[src/rtl/ang_pkg.sv]
`default_nettype none
// ----------------------------------------------------------------------------
// ang_pkg
// Shared types, register map and constants of the audio noise gate.
// ----------------------------------------------------------------------------
package ang_pkg;

	// Fixed-point reference points
	localparam int unsigned ONE_Q24 = 16777216;
	localparam logic [31:0] ONE_Q31 = 32'h8000_0000;

	// Default build constants
	localparam int unsigned FLOOR_GAIN_DEF   = 16777;
	localparam int unsigned ATTACK_COEFF_DEF = 349525;

	// Gate mode codes
	localparam logic [1:0] MODE_CLOSED  = 2'd0;
	localparam logic [1:0] MODE_OPEN    = 2'd1;
	localparam logic [1:0] MODE_CLOSING = 2'd2;

	// Register map (index = byte address / 4)
	localparam int unsigned ADDR_W = 5;
	localparam logic [2:0] REG_ENABLE     = 3'd0;
	localparam logic [2:0] REG_OPEN_LVL   = 3'd1;
	localparam logic [2:0] REG_RETRIG_LVL = 3'd2;
	localparam logic [2:0] REG_CLOSE_LVL  = 3'd3;
	localparam logic [2:0] REG_DET_DECAY  = 3'd4;
	localparam logic [2:0] REG_REL_COEFF  = 3'd5;
	localparam logic [2:0] REG_HOLD       = 3'd6;
	localparam logic [2:0] REG_CONFIRM    = 3'd7;

	// Register reset values
	localparam logic        RST_ENABLE     = 1'b1;
	localparam logic [24:0] RST_OPEN_LVL   = 25'd167772;
	localparam logic [24:0] RST_RETRIG_LVL = 25'd335544;
	localparam logic [24:0] RST_CLOSE_LVL  = 25'd83886;
	localparam logic [24:0] RST_DET_DECAY  = 25'd16609443;
	localparam logic [24:0] RST_REL_COEFF  = 25'd3355;
	localparam logic [15:0] RST_HOLD       = 16'd2400;
	localparam logic [15:0] RST_CONFIRM    = 16'd12000;

	typedef struct packed {
		logic        enable;
		logic [24:0] open_level;
		logic [24:0] retrigger_level;
		logic [24:0] close_level;
		logic [24:0] detector_decay;
		logic [24:0] release_coeff;
		logic [15:0] hold_samples;
		logic [15:0] confirm_samples;
	} cfg_t;

	// Shared multiplier operand selection
	typedef enum logic [1:0] {
		MUL_ENV   = 2'd0,
		MUL_GAIN1 = 2'd1,
		MUL_GAIN2 = 2'd2,
		MUL_OUT   = 2'd3
	} mul_sel_t;

	typedef struct packed {
		logic     capture;
		logic     env_take_m;
		logic     env_upd;
		logic     gate_upd;
		logic     mul_en;
		mul_sel_t mul_sel;
		logic     g1_upd;
		logic     g2_upd;
		logic     out_load;
		logic     out_pass;
	} cmd_t;

	typedef struct packed {
		logic env_gt;
		logic mode_open;
		logic out_free;
	} stat_t;

endpackage
`default_nettype wire

[src/rtl/ang_regs.sv]
`default_nettype none
// ----------------------------------------------------------------------------
// ang_regs
// APB configuration register file of the noise gate.
// ----------------------------------------------------------------------------
module ang_regs (
	input  wire logic                       clk,
	input  wire logic                       arst_n,
	input  wire logic                       psel,
	input  wire logic                       penable,
	input  wire logic                       pwrite,
	input  wire logic [ang_pkg::ADDR_W-1:0] paddr,
	input  wire logic [31:0]                pwdata,
	output logic      [31:0]                prdata,
	output logic                            pready,
	output ang_pkg::cfg_t                   cfg
);
	import ang_pkg::*;

	logic [2:0] idx;
	logic       wr;
	cfg_t       cfg_q;

	assign idx    = paddr[ADDR_W-1:2];
	assign wr     = psel & penable & pwrite;
	assign pready = 1'b1;
	assign cfg    = cfg_q;

	always_ff @(posedge clk or negedge arst_n) begin
		if (!arst_n) begin
			cfg_q.enable          <= RST_ENABLE;
			cfg_q.open_level      <= RST_OPEN_LVL;
			cfg_q.retrigger_level <= RST_RETRIG_LVL;
			cfg_q.close_level     <= RST_CLOSE_LVL;
			cfg_q.detector_decay  <= RST_DET_DECAY;
			cfg_q.release_coeff   <= RST_REL_COEFF;
			cfg_q.hold_samples    <= RST_HOLD;
			cfg_q.confirm_samples <= RST_CONFIRM;
		end else if (wr) begin
			case (idx)
				REG_ENABLE:     cfg_q.enable          <= pwdata[0];
				REG_OPEN_LVL:   cfg_q.open_level      <= pwdata[24:0];
				REG_RETRIG_LVL: cfg_q.retrigger_level <= pwdata[24:0];
				REG_CLOSE_LVL:  cfg_q.close_level     <= pwdata[24:0];
				REG_DET_DECAY:  cfg_q.detector_decay  <= pwdata[24:0];
				REG_REL_COEFF:  cfg_q.release_coeff   <= pwdata[24:0];
				REG_HOLD:       cfg_q.hold_samples    <= pwdata[15:0];
				REG_CONFIRM:    cfg_q.confirm_samples <= pwdata[15:0];
				default: ;
			endcase
		end
	end

	always_comb begin
		case (idx)
			REG_ENABLE:     prdata = {31'd0, cfg_q.enable};
			REG_OPEN_LVL:   prdata = {7'd0, cfg_q.open_level};
			REG_RETRIG_LVL: prdata = {7'd0, cfg_q.retrigger_level};
			REG_CLOSE_LVL:  prdata = {7'd0, cfg_q.close_level};
			REG_DET_DECAY:  prdata = {7'd0, cfg_q.detector_decay};
			REG_REL_COEFF:  prdata = {7'd0, cfg_q.release_coeff};
			REG_HOLD:       prdata = {16'd0, cfg_q.hold_samples};
			REG_CONFIRM:    prdata = {16'd0, cfg_q.confirm_samples};
			default:        prdata = 32'd0;
		endcase
	end

endmodule
`default_nettype wire

[src/rtl/ang_ctrl.sv]
`default_nettype none
// ----------------------------------------------------------------------------
// ang_ctrl
// Sequencer of the noise gate: steps one sample through the shared datapath.
// ----------------------------------------------------------------------------
module ang_ctrl (
	input  wire logic           clk,
	input  wire logic           arst_n,
	input  wire logic           in_valid,
	output logic                in_stall,
	input  wire logic           enable,
	input  wire ang_pkg::stat_t stat,
	output ang_pkg::cmd_t       cmd
);
	import ang_pkg::*;

	typedef enum logic [3:0] {
		ST_IDLE,
		ST_PASS,
		ST_ENV,
		ST_ENV_UPD,
		ST_GATE,
		ST_G1_MUL,
		ST_G1_UPD,
		ST_G2_MUL,
		ST_G2_UPD,
		ST_OUT_MUL,
		ST_OUT_UPD
	} state_t;

	state_t state_q;
	state_t state_nxt;

	assign in_stall = (state_q != ST_IDLE);

	always_comb begin
		cmd       = '0;
		cmd.mul_sel = MUL_ENV;
		state_nxt = state_q;
		case (state_q)
			ST_IDLE: begin
				if (in_valid) begin
					cmd.capture = 1'b1;
					state_nxt   = enable ? ST_ENV : ST_PASS;
				end
			end
			ST_PASS: begin
				if (stat.out_free) begin
					cmd.out_pass = 1'b1;
					state_nxt    = ST_IDLE;
				end
			end
			ST_ENV: begin
				if (stat.env_gt) begin
					cmd.env_take_m = 1'b1;
					state_nxt      = ST_GATE;
				end else begin
					cmd.mul_en  = 1'b1;
					cmd.mul_sel = MUL_ENV;
					state_nxt   = ST_ENV_UPD;
				end
			end
			ST_ENV_UPD: begin
				cmd.env_upd = 1'b1;
				state_nxt   = ST_GATE;
			end
			ST_GATE: begin
				cmd.gate_upd = 1'b1;
				state_nxt    = ST_G1_MUL;
			end
			ST_G1_MUL: begin
				cmd.mul_en  = 1'b1;
				cmd.mul_sel = MUL_GAIN1;
				state_nxt   = ST_G1_UPD;
			end
			ST_G1_UPD: begin
				cmd.g1_upd = 1'b1;
				state_nxt  = stat.mode_open ? ST_OUT_MUL : ST_G2_MUL;
			end
			ST_G2_MUL: begin
				cmd.mul_en  = 1'b1;
				cmd.mul_sel = MUL_GAIN2;
				state_nxt   = ST_G2_UPD;
			end
			ST_G2_UPD: begin
				cmd.g2_upd = 1'b1;
				state_nxt  = ST_OUT_MUL;
			end
			ST_OUT_MUL: begin
				cmd.mul_en  = 1'b1;
				cmd.mul_sel = MUL_OUT;
				state_nxt   = ST_OUT_UPD;
			end
			ST_OUT_UPD: begin
				if (stat.out_free) begin
					cmd.out_load = 1'b1;
					state_nxt    = ST_IDLE;
				end
			end
			default: state_nxt = ST_IDLE;
		endcase
	end

	always_ff @(posedge clk or negedge arst_n) begin
		if (!arst_n) begin
			state_q <= ST_IDLE;
		end else begin
			state_q <= state_nxt;
		end
	end

	// Capture only from idle
	a_capture_idle: assert property (@(posedge clk) disable iff (!arst_n)
		cmd.capture |-> (state_q == ST_IDLE))
		else $error("capture outside idle");

	// An accepted sample always starts work in the next cycle
	a_accept_busy: assert property (@(posedge clk) disable iff (!arst_n)
		(in_valid && !in_stall) |=> in_stall)
		else $error("accepted sample did not start");

	// No two of the multiply, envelope, gate and gain update commands are issued together
	a_one_mul: assert property (@(posedge clk) disable iff (!arst_n)
		$onehot0({cmd.mul_en, cmd.g1_upd, cmd.g2_upd, cmd.gate_upd, cmd.env_upd}))
		else $error("overlapping datapath commands");

endmodule
`default_nettype wire

[src/rtl/ang_dp.sv]
`default_nettype none
// ----------------------------------------------------------------------------
// ang_dp
// Datapath of the noise gate: envelope, gate mode, gain state, one shared
// multiplier and the result register.
// ----------------------------------------------------------------------------
module ang_dp #(
	parameter int unsigned FLOOR_GAIN   = ang_pkg::FLOOR_GAIN_DEF,
	parameter int unsigned ATTACK_COEFF = ang_pkg::ATTACK_COEFF_DEF
) (
	input  wire logic           clk,
	input  wire logic           arst_n,
	input  wire ang_pkg::cmd_t  cmd,
	output ang_pkg::stat_t      stat,
	input  wire ang_pkg::cfg_t  cfg,
	input  wire logic [23:0]    sample_in,
	output logic                out_valid,
	input  wire logic           out_stall,
	output logic [23:0]         sample_out,
	output logic [1:0]          gate_state
);
	import ang_pkg::*;

	localparam int unsigned FLOOR_SAT = (FLOOR_GAIN > ONE_Q24) ? ONE_Q24 : FLOOR_GAIN;
	localparam logic [31:0] FLOOR_Q31 = 32'(FLOOR_SAT) << 7;
	localparam logic [24:0] ATTACK_SAT =
		25'((ATTACK_COEFF > ONE_Q24) ? ONE_Q24 : ATTACK_COEFF);
	localparam logic [24:0] COEF_ONE = 25'(ONE_Q24);

	function automatic logic [31:0] clamp_gain(input logic [32:0] g);
		logic [31:0] r;
		if (g > {1'b0, ONE_Q31})
			r = ONE_Q31;
		else if (g < {1'b0, FLOOR_Q31})
			r = FLOOR_Q31;
		else
			r = g[31:0];
		return r;
	endfunction

	logic [23:0] sample_q;
	logic [23:0] env_q;
	logic [31:0] gain_q;
	logic [31:0] rs_q;
	logic [15:0] hold_q;
	logic [15:0] conf_q;
	logic [1:0]  mode_q;
	logic [56:0] p_q;
	logic        up_q;
	logic        out_valid_q;
	logic [23:0] sample_out_q;
	logic [1:0]  gate_state_q;

	logic        neg;
	logic [23:0] mag;
	logic [23:0] m;
	logic [24:0] decay_sat;
	logic [24:0] rc_sat;
	logic        is_open;
	logic        out_free;

	assign neg       = sample_q[23];
	assign mag       = neg ? (24'd0 - sample_q) : sample_q;
	assign m         = mag[23] ? 24'hFF_FFFF : {mag[22:0], 1'b0};
	assign decay_sat = (cfg.detector_decay > COEF_ONE) ? COEF_ONE : cfg.detector_decay;
	assign rc_sat    = (cfg.release_coeff > COEF_ONE) ? COEF_ONE : cfg.release_coeff;
	assign is_open   = (mode_q == MODE_OPEN);
	assign out_free  = !out_valid_q || !out_stall;

	assign stat.env_gt    = (m > env_q);
	assign stat.mode_open = is_open;
	assign stat.out_free  = out_free;

	// Shared multiplier operands
	logic [31:0] tgt;
	logic [31:0] val;
	logic        up;
	logic [31:0] diff;
	logic [31:0] mul_a;
	logic [24:0] mul_b;

	always_comb begin
		tgt = rs_q;
		val = gain_q;
		if (cmd.mul_sel == MUL_GAIN1) begin
			tgt = is_open ? ONE_Q31 : FLOOR_Q31;
			val = is_open ? gain_q : rs_q;
		end
		up   = (tgt >= val);
		diff = up ? (tgt - val) : (val - tgt);
		case (cmd.mul_sel)
			MUL_ENV: begin
				mul_a = {8'd0, env_q};
				mul_b = decay_sat;
			end
			MUL_GAIN1: begin
				mul_a = diff;
				mul_b = is_open ? ATTACK_SAT : rc_sat;
			end
			MUL_GAIN2: begin
				mul_a = diff;
				mul_b = rc_sat;
			end
			MUL_OUT: begin
				mul_a = gain_q;
				mul_b = {1'b0, mag};
			end
			default: begin
				mul_a = {8'd0, env_q};
				mul_b = decay_sat;
			end
		endcase
	end

	// Step toward the target by the registered delta
	logic [31:0] delta;
	logic [31:0] step_val;
	logic [32:0] stepped;
	logic [31:0] step_clamped;

	assign delta        = p_q[55:24];
	assign step_val     = (cmd.g2_upd || is_open) ? gain_q : rs_q;
	assign stepped      = up_q ? ({1'b0, step_val} + {1'b0, delta})
	                           : ({1'b0, step_val} - {1'b0, delta});
	assign step_clamped = clamp_gain(stepped);

	// Gate mode next values
	logic [24:0] env_ext;
	logic [1:0]  mode_nxt;
	logic [15:0] hold_nxt;
	logic [15:0] conf_nxt;

	assign env_ext = {1'b0, env_q};

	always_comb begin
		mode_nxt = mode_q;
		hold_nxt = hold_q;
		conf_nxt = conf_q;
		case (mode_q)
			MODE_OPEN: begin
				if (env_ext > cfg.open_level) begin
					hold_nxt = cfg.hold_samples;
				end else if (env_ext < cfg.close_level) begin
					if (hold_q != 16'd0) begin
						hold_nxt = hold_q - 16'd1;
					end else begin
						mode_nxt = MODE_CLOSING;
						conf_nxt = cfg.confirm_samples;
					end
				end
			end
			MODE_CLOSING: begin
				if (env_ext > cfg.retrigger_level) begin
					mode_nxt = MODE_OPEN;
					hold_nxt = cfg.hold_samples;
				end else if (env_ext > cfg.close_level) begin
					conf_nxt = cfg.confirm_samples;
				end else if (conf_q != 16'd0) begin
					conf_nxt = conf_q - 16'd1;
				end else begin
					mode_nxt = MODE_CLOSED;
				end
			end
			default: begin
				mode_nxt = MODE_CLOSED;
				if (env_ext > cfg.open_level) begin
					mode_nxt = MODE_OPEN;
					hold_nxt = cfg.hold_samples;
				end
			end
		endcase
	end

	// Result magnitude and signed result
	logic [23:0] prod;
	assign prod = p_q[54:31];

	always_ff @(posedge clk) begin
		if (cmd.capture)
			sample_q <= sample_in;
		if (cmd.mul_en) begin
			p_q  <= {25'd0, mul_a} * {32'd0, mul_b};
			up_q <= up;
		end
		if (cmd.out_load) begin
			sample_out_q <= neg ? (24'd0 - prod) : prod;
			gate_state_q <= mode_q;
		end else if (cmd.out_pass) begin
			sample_out_q <= sample_q;
			gate_state_q <= mode_q;
		end
	end

	always_ff @(posedge clk or negedge arst_n) begin
		if (!arst_n) begin
			env_q       <= '0;
			gain_q      <= FLOOR_Q31;
			rs_q        <= FLOOR_Q31;
			hold_q      <= '0;
			conf_q      <= '0;
			mode_q      <= MODE_CLOSED;
			out_valid_q <= 1'b0;
		end else begin
			if (cmd.env_take_m)
				env_q <= m;
			else if (cmd.env_upd)
				env_q <= p_q[47:24];
			if (cmd.gate_upd) begin
				mode_q <= mode_nxt;
				hold_q <= hold_nxt;
				conf_q <= conf_nxt;
			end
			if (cmd.g1_upd) begin
				if (is_open) begin
					gain_q <= step_clamped;
					rs_q   <= step_clamped;
				end else begin
					rs_q <= stepped[31:0];
				end
			end
			if (cmd.g2_upd) begin
				gain_q <= step_clamped;
				rs_q   <= clamp_gain({1'b0, rs_q});
			end
			if (cmd.out_load || cmd.out_pass)
				out_valid_q <= 1'b1;
			else if (!out_stall)
				out_valid_q <= 1'b0;
		end
	end

	assign out_valid  = out_valid_q;
	assign sample_out = sample_out_q;
	assign gate_state = gate_state_q;

	a_gain_range: assert property (@(posedge clk) disable iff (!arst_n)
		(gain_q <= ONE_Q31) && (gain_q >= FLOOR_Q31))
		else $error("gain out of range");

	a_rs_range: assert property (@(posedge clk) disable iff (!arst_n)
		cmd.mul_en |-> ((rs_q <= ONE_Q31) && (rs_q >= FLOOR_Q31)))
		else $error("release stage out of range");

	a_mode_code: assert property (@(posedge clk) disable iff (!arst_n)
		(mode_q == MODE_CLOSED) || (mode_q == MODE_OPEN) || (mode_q == MODE_CLOSING))
		else $error("bad gate mode");

	a_no_overwrite: assert property (@(posedge clk) disable iff (!arst_n)
		(cmd.out_load || cmd.out_pass) |-> (!out_valid_q || !out_stall))
		else $error("result overwritten before taken");

endmodule
`default_nettype wire

[src/rtl/audio_noise_gate_top.sv]
`default_nettype none
// ----------------------------------------------------------------------------
// audio_noise_gate_top
// Noise gate with peak detector, hysteresis, hold and close confirmation.
// ----------------------------------------------------------------------------
// Sequence: an enabled sample walks the envelope, gate, gain and output
//   steps (no envelope multiply on attack, no second release step while open);
//   a disabled one passes straight out. A result still stalled downstream
//   adds its wait, since the next result cannot load before it. The single
//   shared multiplier forms the envelope, gain and output products in turn;
//   a new sample is accepted only after the last one has loaded its result.
// Reset: arst_n clears envelope, counts and mode (closed), sets gain state to
//   the floor and loads the register defaults; no clearing pass is needed.
// ----------------------------------------------------------------------------
module audio_noise_gate_top #(
	parameter int unsigned FLOOR_GAIN   = ang_pkg::FLOOR_GAIN_DEF,
	parameter int unsigned ATTACK_COEFF = ang_pkg::ATTACK_COEFF_DEF
) (
	input  wire logic                       clk,
	input  wire logic                       arst_n,
	// input sample channel
	input  wire logic                       in_valid,
	output logic                            in_stall,
	input  wire logic [23:0]                sample_in,
	// result channel
	output logic                            out_valid,
	input  wire logic                       out_stall,
	output logic [23:0]                     sample_out,
	output logic [1:0]                      gate_state,
	// configuration port
	input  wire logic                       psel,
	input  wire logic                       penable,
	input  wire logic                       pwrite,
	input  wire logic [ang_pkg::ADDR_W-1:0] paddr,
	input  wire logic [31:0]                pwdata,
	output logic      [31:0]                prdata,
	output logic                            pready
);
	import ang_pkg::*;

	cfg_t  cfg;
	cmd_t  cmd;
	stat_t stat;

	// Register file: all fields but enable are read by the datapath, enable by the sequencer
	ang_regs u_regs (
		.clk     (clk),
		.arst_n  (arst_n),
		.psel    (psel),
		.penable (penable),
		.pwrite  (pwrite),
		.paddr   (paddr),
		.pwdata  (pwdata),
		.prdata  (prdata),
		.pready  (pready),
		.cfg     (cfg)
	);

	// Sequencer: accept a transaction only when idle, then walk envelope ->
	// gate -> gain -> output branching on datapath status, or pass when disabled.
	ang_ctrl u_ctrl (
		.clk      (clk),
		.arst_n   (arst_n),
		.in_valid (in_valid),
		.in_stall (in_stall),
		.enable   (cfg.enable),
		.stat     (stat),
		.cmd      (cmd)
	);

	// Datapath: holds all gate state and the result register, so the next
	// transaction may be accepted while a result still waits downstream.
	ang_dp #(
		.FLOOR_GAIN   (FLOOR_GAIN),
		.ATTACK_COEFF (ATTACK_COEFF)
	) u_dp (
		.clk        (clk),
		.arst_n     (arst_n),
		.cmd        (cmd),
		.stat       (stat),
		.cfg        (cfg),
		.sample_in  (sample_in),
		.out_valid  (out_valid),
		.out_stall  (out_stall),
		.sample_out (sample_out),
		.gate_state (gate_state)
	);

endmodule
`default_nettype wire

[config.mk]
export PLATFORM = sky130hd
export DESIGN_NAME = audio_noise_gate_top
export DESIGN_NICKNAME = d
export VERILOG_FILES = /design/src/rtl/ang_pkg.sv /design/src/rtl/ang_regs.sv /design/src/rtl/ang_ctrl.sv /design/src/rtl/ang_dp.sv /design/src/rtl/audio_noise_gate_top.sv
export SDC_FILE = /design/constraint.sdc
export NUM_CORES = 2
export LEC_CHECK = 0
export BUFFER_PORTS_ARGS = -buffer_cell sky130_fd_sc_hd__buf_4
export CAP_MARGIN = 10
export CORE_MARGIN = 4
export CORE_UTILIZATION = 45
export DETAILED_ROUTE_END_ITERATION = 10
export SYNTH_ARGS = -nofsm -noshare
export SYNTH_HDL_FRONTEND = slang
export SYNTH_SLANG_ARGS = --single-unit
[constraint.sdc]
create_clock -name clk -period 13.7 [get_ports clk]
set_clock_uncertainty 0.05 [all_clocks]
set_input_delay 0 -clock clk [delete_from_list [all_inputs] [get_ports clk]]
set_output_delay 0 -clock clk [all_outputs]
set_load 0.005 [all_outputs]
Yosys cells after proc, flatten, opt, wreduce, memory -nomap -nowiden --
Cells that the tools add are included.
Word-level totals: input port bits 68, logic and storage cells 187, register bits 392
Operators by class: $mul 1, $add $sub $neg 8, eq/ne operators 36, muxes and demuxes 74, bitwise operators 2, magnitude comparators 12, reductions and logical operators 33
Operator list (count):
- 32-bit two-way mux | 16
- 32-bit one-hot mux with 8 select lines | 1
- 16-bit two-way mux | 11
- 24-bit two-way mux | 7
- 25-bit one-hot mux with 4 select lines | 1
- 32-bit one-hot mux with 3 select lines | 1
- 24-bit by 25-bit > comparator with 1-bit output | 3
- 25-bit two-way mux | 3
- 16-bit one-hot mux with 2 select lines | 2
- 32-bit subtractor | 2
- 32-bit by 25-bit multiplier with 56-bit output | 1
- 25-bit > comparator (second input constant) | 2
- 1-bit by 24-bit subtractor with 24-bit output (first input constant) | 2
- 4-bit one-hot mux with 10 select lines | 1
- 32-bit by 32-bit adder with 33-bit output | 1
- 33-bit by 32-bit > comparator with 1-bit output (second input constant) | 1
- 33-bit by 22-bit < comparator with 1-bit output (second input constant) | 1
- 33-bit two-way mux | 1
- 32-bit by 32-bit subtractor with 33-bit output | 1
- 32-bit greater-or-equal comparator | 1
- 32-bit > comparator (second input constant) | 1
- 32-bit by 22-bit < comparator with 1-bit output (second input constant) | 1
- 16-bit nonzero test | 2
- 16-bit by 1-bit subtractor with 16-bit output (second input constant) | 2
- other kinds (36) | 101

Longest topological paths before layout --
depth in word-level cells 12, gate-level depth with buffers 53, mapped depth without buffers 48

Modules after synthesis --
From an unflattened synthesis, not the netlist that was laid out.
Unflattened totals: cells, all modules 6129, area, all modules 54009.3 um2
By module, submodules not included:
- ang_dp | times used 1, cells an instance 5554, area an instance 46154.3 um2
- ang_regs | times used 1, cells an instance 517, area an instance 7409.6 um2
- ang_ctrl | times used 1, cells an instance 58, area an instance 445.4 um2

Least setup slack after synthesis --
OpenSTA, ideal clock, no wires.
path kind reg-to-reg, start register u_ctrl.state_q[1], end register u_dp.p_q[53], data pin, period minus slack after synthesis 11.582 ns, arrival time 11.267 ns, cell stages (with the launch flop) 49, required time 13.385 ns, setup slack 2.118 ns, path through dfrtp_1 > clkbuf_1 > nor2_1 > o21ai_0 > ha_1 > inv_1 > nor2_1 > clkbuf_1 > mux2i_1 > inv_1 > ha_1 > fa_1 > nand2b_1 > a211oi_1 > o221ai_1 > a21oi_2 > nor3_4 > inv_4 > (+13 left out) > fa_1 > fa_1 > fa_1 > inv_1 > fa_1 > inv_1 > ha_1 > a21oi_1 > o21bai_1 > a21o_1 > a21o_1 > a21o_1 > a21o_1 > a21o_1 > a311o_1 > a22oi_1 > o21ai_0 > xor2_1
Between the ends: longest elaborated chain between the ends 8
RTL lines:
- from (decl) | line ang_ctrl.sv:31 | state_t state_q;
- from (signal assigned) | line ang_ctrl.sv:108 | state_q <= state_nxt;
- 4-bit equality test (tied with other cells) | line ang_ctrl.sv:40 | case (state_q)
- 3-bit one-hot mux with 4 select lines * | line ang_ctrl.sv:40
- 2-bit by 1-bit equality test with 1-bit output | line ang_dp.sv:85, ang_dp.sv:91
- 32-bit two-way mux | line ang_dp.sv:85 | if (cmd.mul_sel == MUL_GAIN1) begin
- 32-bit subtractor or 32-bit greater-or-equal comparator (tied branches) | line ang_dp.sv:90, ang_dp.sv:89
- 32-bit two-way mux | line ang_dp.sv:90 | diff = up ? (tgt - val) : (val - tgt);
- 32-bit one-hot mux with 3 select lines | line ang_dp.sv:91 | case (cmd.mul_sel)
- 32-bit by 25-bit multiplier with 56-bit output * | line ang_dp.sv:182 | p_q <= {25'd0, mul_a} * {32'd0, mul_b};
- to (signal assigned) | line ang_dp.sv:182
- to (decl) | line ang_dp.sv:48 | logic [56:0] p_q;
Every way passes the cells marked *; elsewhere a longest branch is shown, timed or not. A chain may end at the register's enable or synchronous reset.

Final worst setup path --
start register u_ctrl.state_q[2], end register u_dp.p_q[49], data pin
The elaborated chain is that of the path after synthesis.

==> metrics.csv <==
stage,metric,value,unit
outcome,outcome,completed,
place,worst_setup_slack_post_dpl,0.589,ns
setup_path,timing.reg2reg.setup_slack,0.62,ns
synth,synth_cells,6299,
clock_tree,cts_made_buffers,42,
job,cap_violations,0,
route,via_count,46700,
setup_path,timing.critical_path.mode_cell,fa_1,
setup_path,cp.required,13.99,ns
clock_tree,ctsRootBufferMaster,clkbuf_16,
place,port_buffers,111,
global_routing,globalRoute.busiestLayer,met2,
clock_tree,htreeDepth,2,
synth,synthDistinctLibCells,108,
sta,setup_viol,0,
synth,netlist_top_cells_area,"fa_1, dfrtp_1, ha_1",
place,place.detailed.instances,7877,
setup_path,setup.worst_path.start_class,register,
final_layout,area_growth,9.16,%
synth,synthesis.area,54100,sq um
floorplan,initial_utilization,45.6,%
sta,worst_pin_slew,1.25,ns
synth,asyncSetResetFlopFracSynth,77.4,%
clock_tree,cts_tree,built,
route,drt_first_iter_violations,4753,
synth,synthesis.yosys.warnings,0,
global_routing,gr_util_met1,42.9,%
global_routing,grt_antenna_before_repair,3,
synth,ys_ff_latch,368,
synth,synth_largest_type_area_fraction,25.4,%
setup_path,worst-endpoint-arrival,13.37,ns
clock_tree,clk_pin_slew_worst_paths,0.06,ns
sta,finalWorstPathRequiredPeriod,13.08,ns
setup_path,critical_path.endpoint_type,register,
sta,final_critical_path_setup_slack,0.619,ns
clock_tree,clock_sinks,368,
route,residual_drc,0,
sta,finalHoldWorstSlack,0.0864,ns
synth,synthesis.area_per_instance,8.59,sq um
clock_tree,ctsLongestPathBuffers,3,
global_routing,global_route.usage.total,31.9,%
floorplan,die-width,355,um
floorplan,io-pin-count,129,
sta,worst_slew_margin_rel,16.5,%
sta,timing.final.max_slew_violations,0,
floorplan,floorplan.rows,126,
global_routing,wire_length_of_the_first_global_routing_pass,302000,um
floorplan,fp.coreArea,119000,sq um
setup_path,rr_worst_depth,48,
setup_path,crit_path_end,u_dp.p_q[49]$_DFFE_PP_,
setup_path,worst-path-max-fanout,31,
setup_path,worst_path_max_delay_cell,o31ai_1,
synth,synth_most_common_cell,inv_1,
setup_path,regToRegStartpoint,u_ctrl.state_q[2]$_DFFE_PN0P_,
place,gp_congestion,0.990,
sta,max_freq,0.0764,GHz
synth,number_of_enable_flip_flop_cells_after_synthesis,83,
route,post_drt_wl_per_cell,25.2,um
route,routed_wl,202000,um
global_routing,grt_start_max_net_pins,166,
synth,synth.largest_area_cell,fa_1,
setup_path,startpoint,u_ctrl.state_q[2]$_DFFE_PN0P_,
route,antenna_left,0,
synth,ys_seq_area_share,17.9,%
sta,period_share,95.5,%
place,dp_hpwl,162000,um
setup_path,crit-reg2reg-capture,u_dp.p_q[49]$_DFFE_PP_,
global_routing,met2_usage,50.6,%
global_routing,via_count_of_the_first_global_routing_pass,46700,
route,post_drt_via_cell_ratio,5.83,
global_routing,gr-total-overflow,0,
min_path,min_path_type,primary input to register,
route,dr.pass1.iters,5,
sta,timing_hold_violations_final,0,
synth,synth_flop_cell,dfrtp_1,
final_layout,finalNonFillerCells,8012,
synth,synthTopCellsByCount,"inv_1, nand2_1, fa_1",
clock_tree,post-cts-setup-buffers,0,
setup_path,timing.critical_path.slowest_cell_delay,0.71,ns
floorplan,die-area,126000,sq um
final_layout,fin_nets,7519,
setup_path,crit_type,register to register,
final_layout,final_layout_size_suffix_gt1_share,10.7,%
global_routing,groute.layer.met3.usage,6.32,%
clock_tree,insertion_delay,0.59,ns
floorplan,die_h,355,um
[worst max-delay path: cells and delay by family (launching register included)]
family	cells	cell delay, ns
buffers and inverters	10	1.31
AND/OR/NAND/NOR	8	0.96
flip-flops	1	0.51
multiplexers	2	0.63
AO/OA/AOI/OAI	17	4.46
adder cells (fa/ha/maj)	11	4.88
[state kept, by name, indices dropped and copies added, names as in the netlist]
signal / count
u_dp.sample_q: 24
u_dp.mode_q: 2
u_dp.hold_q: 16
u_dp.out_valid: 1
u_dp.up_q: 1
u_dp.conf_q: 16
u_dp.sample_out: 24
u_dp.p_q: 32
u_regs.cfg: 158
u_dp.gate_state: 2
u_dp.gain_q: 32
u_dp.rs_q: 32
u_ctrl.state_q: 4
u_dp.env_q: 24
[per-layer routing]
| metal | vias up | wire [um] | share of wire (%) |
|---|---|---|---|
| li1 | 20700 | - | - |
| met2 | 2136 | 90400 | 45 |
| met5 | - | 0 | 0 |
| met4 | 0 | 10100 | 5.0 |
| met1 | 23500 | 83300 | 41 |
| met3 | 388 | 18100 | 9.0 |
[worst min path at each step]
stage / startpoint / endpoint / slack (ns) / cells after the start
2_1_floorplan: arst_n / u_ctrl.state_q[0]$_DFFE_PN0P_ / -0.35 / 0
3_3_place_gp: arst_n / u_ctrl.state_q[0]$_DFFE_PN0P_ / -0.09 / 1
3_5_place_dp: arst_n / u_ctrl.state_q[0]$_DFFE_PN0P_ / -0.09 / 1
4_1_cts: sample_in[21] / u_dp.sample_q[21]$_DFFE_PP_ / 0.06 / 2
5_1_grt: sample_in[14] / u_dp.sample_q[14]$_DFFE_PP_ / 0.08 / 2
6_report: sample_in[5] / u_dp.sample_q[5]$_DFFE_PP_ / 0.09 / 2
[metrics by stage]
| stage | util, % | instance area, sq um | setup TNS, ns |
|---|---|---|---|
| CTS | 49.8 | 59100 | 0 |
| floorplan | - | 54100 | 0 |
| finish | 49.8 | 59100 | 0 |
| detailed placement | 48.2 | 57200 | 0 |
| global placement | 48.2 | 57200 | 0 |
| global route | 49.8 | 59100 | -0.0387 |
[cell families (layout without fill, tap and decap cells)]
group / count (synthesis) / after routing / share of synthesized area [%]
AND/OR/NAND/NOR: 1918 / 1918 / 16.0
buffers and inverters: 1377 / 1481 / 9.85
AO/OA/AOI/OAI: 1180 / 1180 / 14.7
adder cells (fa/ha/maj): 1075 / 1075 / 34.4
flip-flops: 368 / 368 / 17.9
multiplexers: 225 / 225 / 4.64
XOR/XNOR: 154 / 154 / 2.52
other: 2 / 11 / 0.0139
[layout by cell type (no fill, tap or decap), drive strengths merged, types with 47 or more instances in the layout]
master,n
nor3,87
clkbuf,62
a21o,134
buf,291
xor2,75
nor2,460
edfxtp,83
nand4,60
inv,1062
dlygate4sd3,54
fa,688
dfstp,73
nor2b,71
mux2i,73
xnor2,78
nand2b,94
o21ai,287
ha,387
mux2,146
a21oi,289
nand2,847
nand3,72
o21a,47
and2,49
dfrtp,212
a22o,59
[repair_timing]
action | in CTS | in global routing
endpoints found under the hold margin | 241 | 0
hold buffers | 55 | 0
endpoints found under the setup margin | 0 | 13
resized for setup | 0 | 5
[cell type report]
| cell class | instances | area, sq um |
|---|---|---|
| tap | 1600 | 2000 |
| fill | 11400 | 59600 |
| clock buffer | 62 | 1210 |
| clock inverter | 15 | 104 |
| antenna | 3 | 7.51 |
| timing repair buffer | 345 | 2820 |
| multi-input combinational | 4560 | 39300 |
| sequential | 368 | 9720 |
| inverter | 1059 | 3980 |
Power is not shown: default switching activity piles up to over one toggle a cycle in this logic, so the estimate is an artifact.
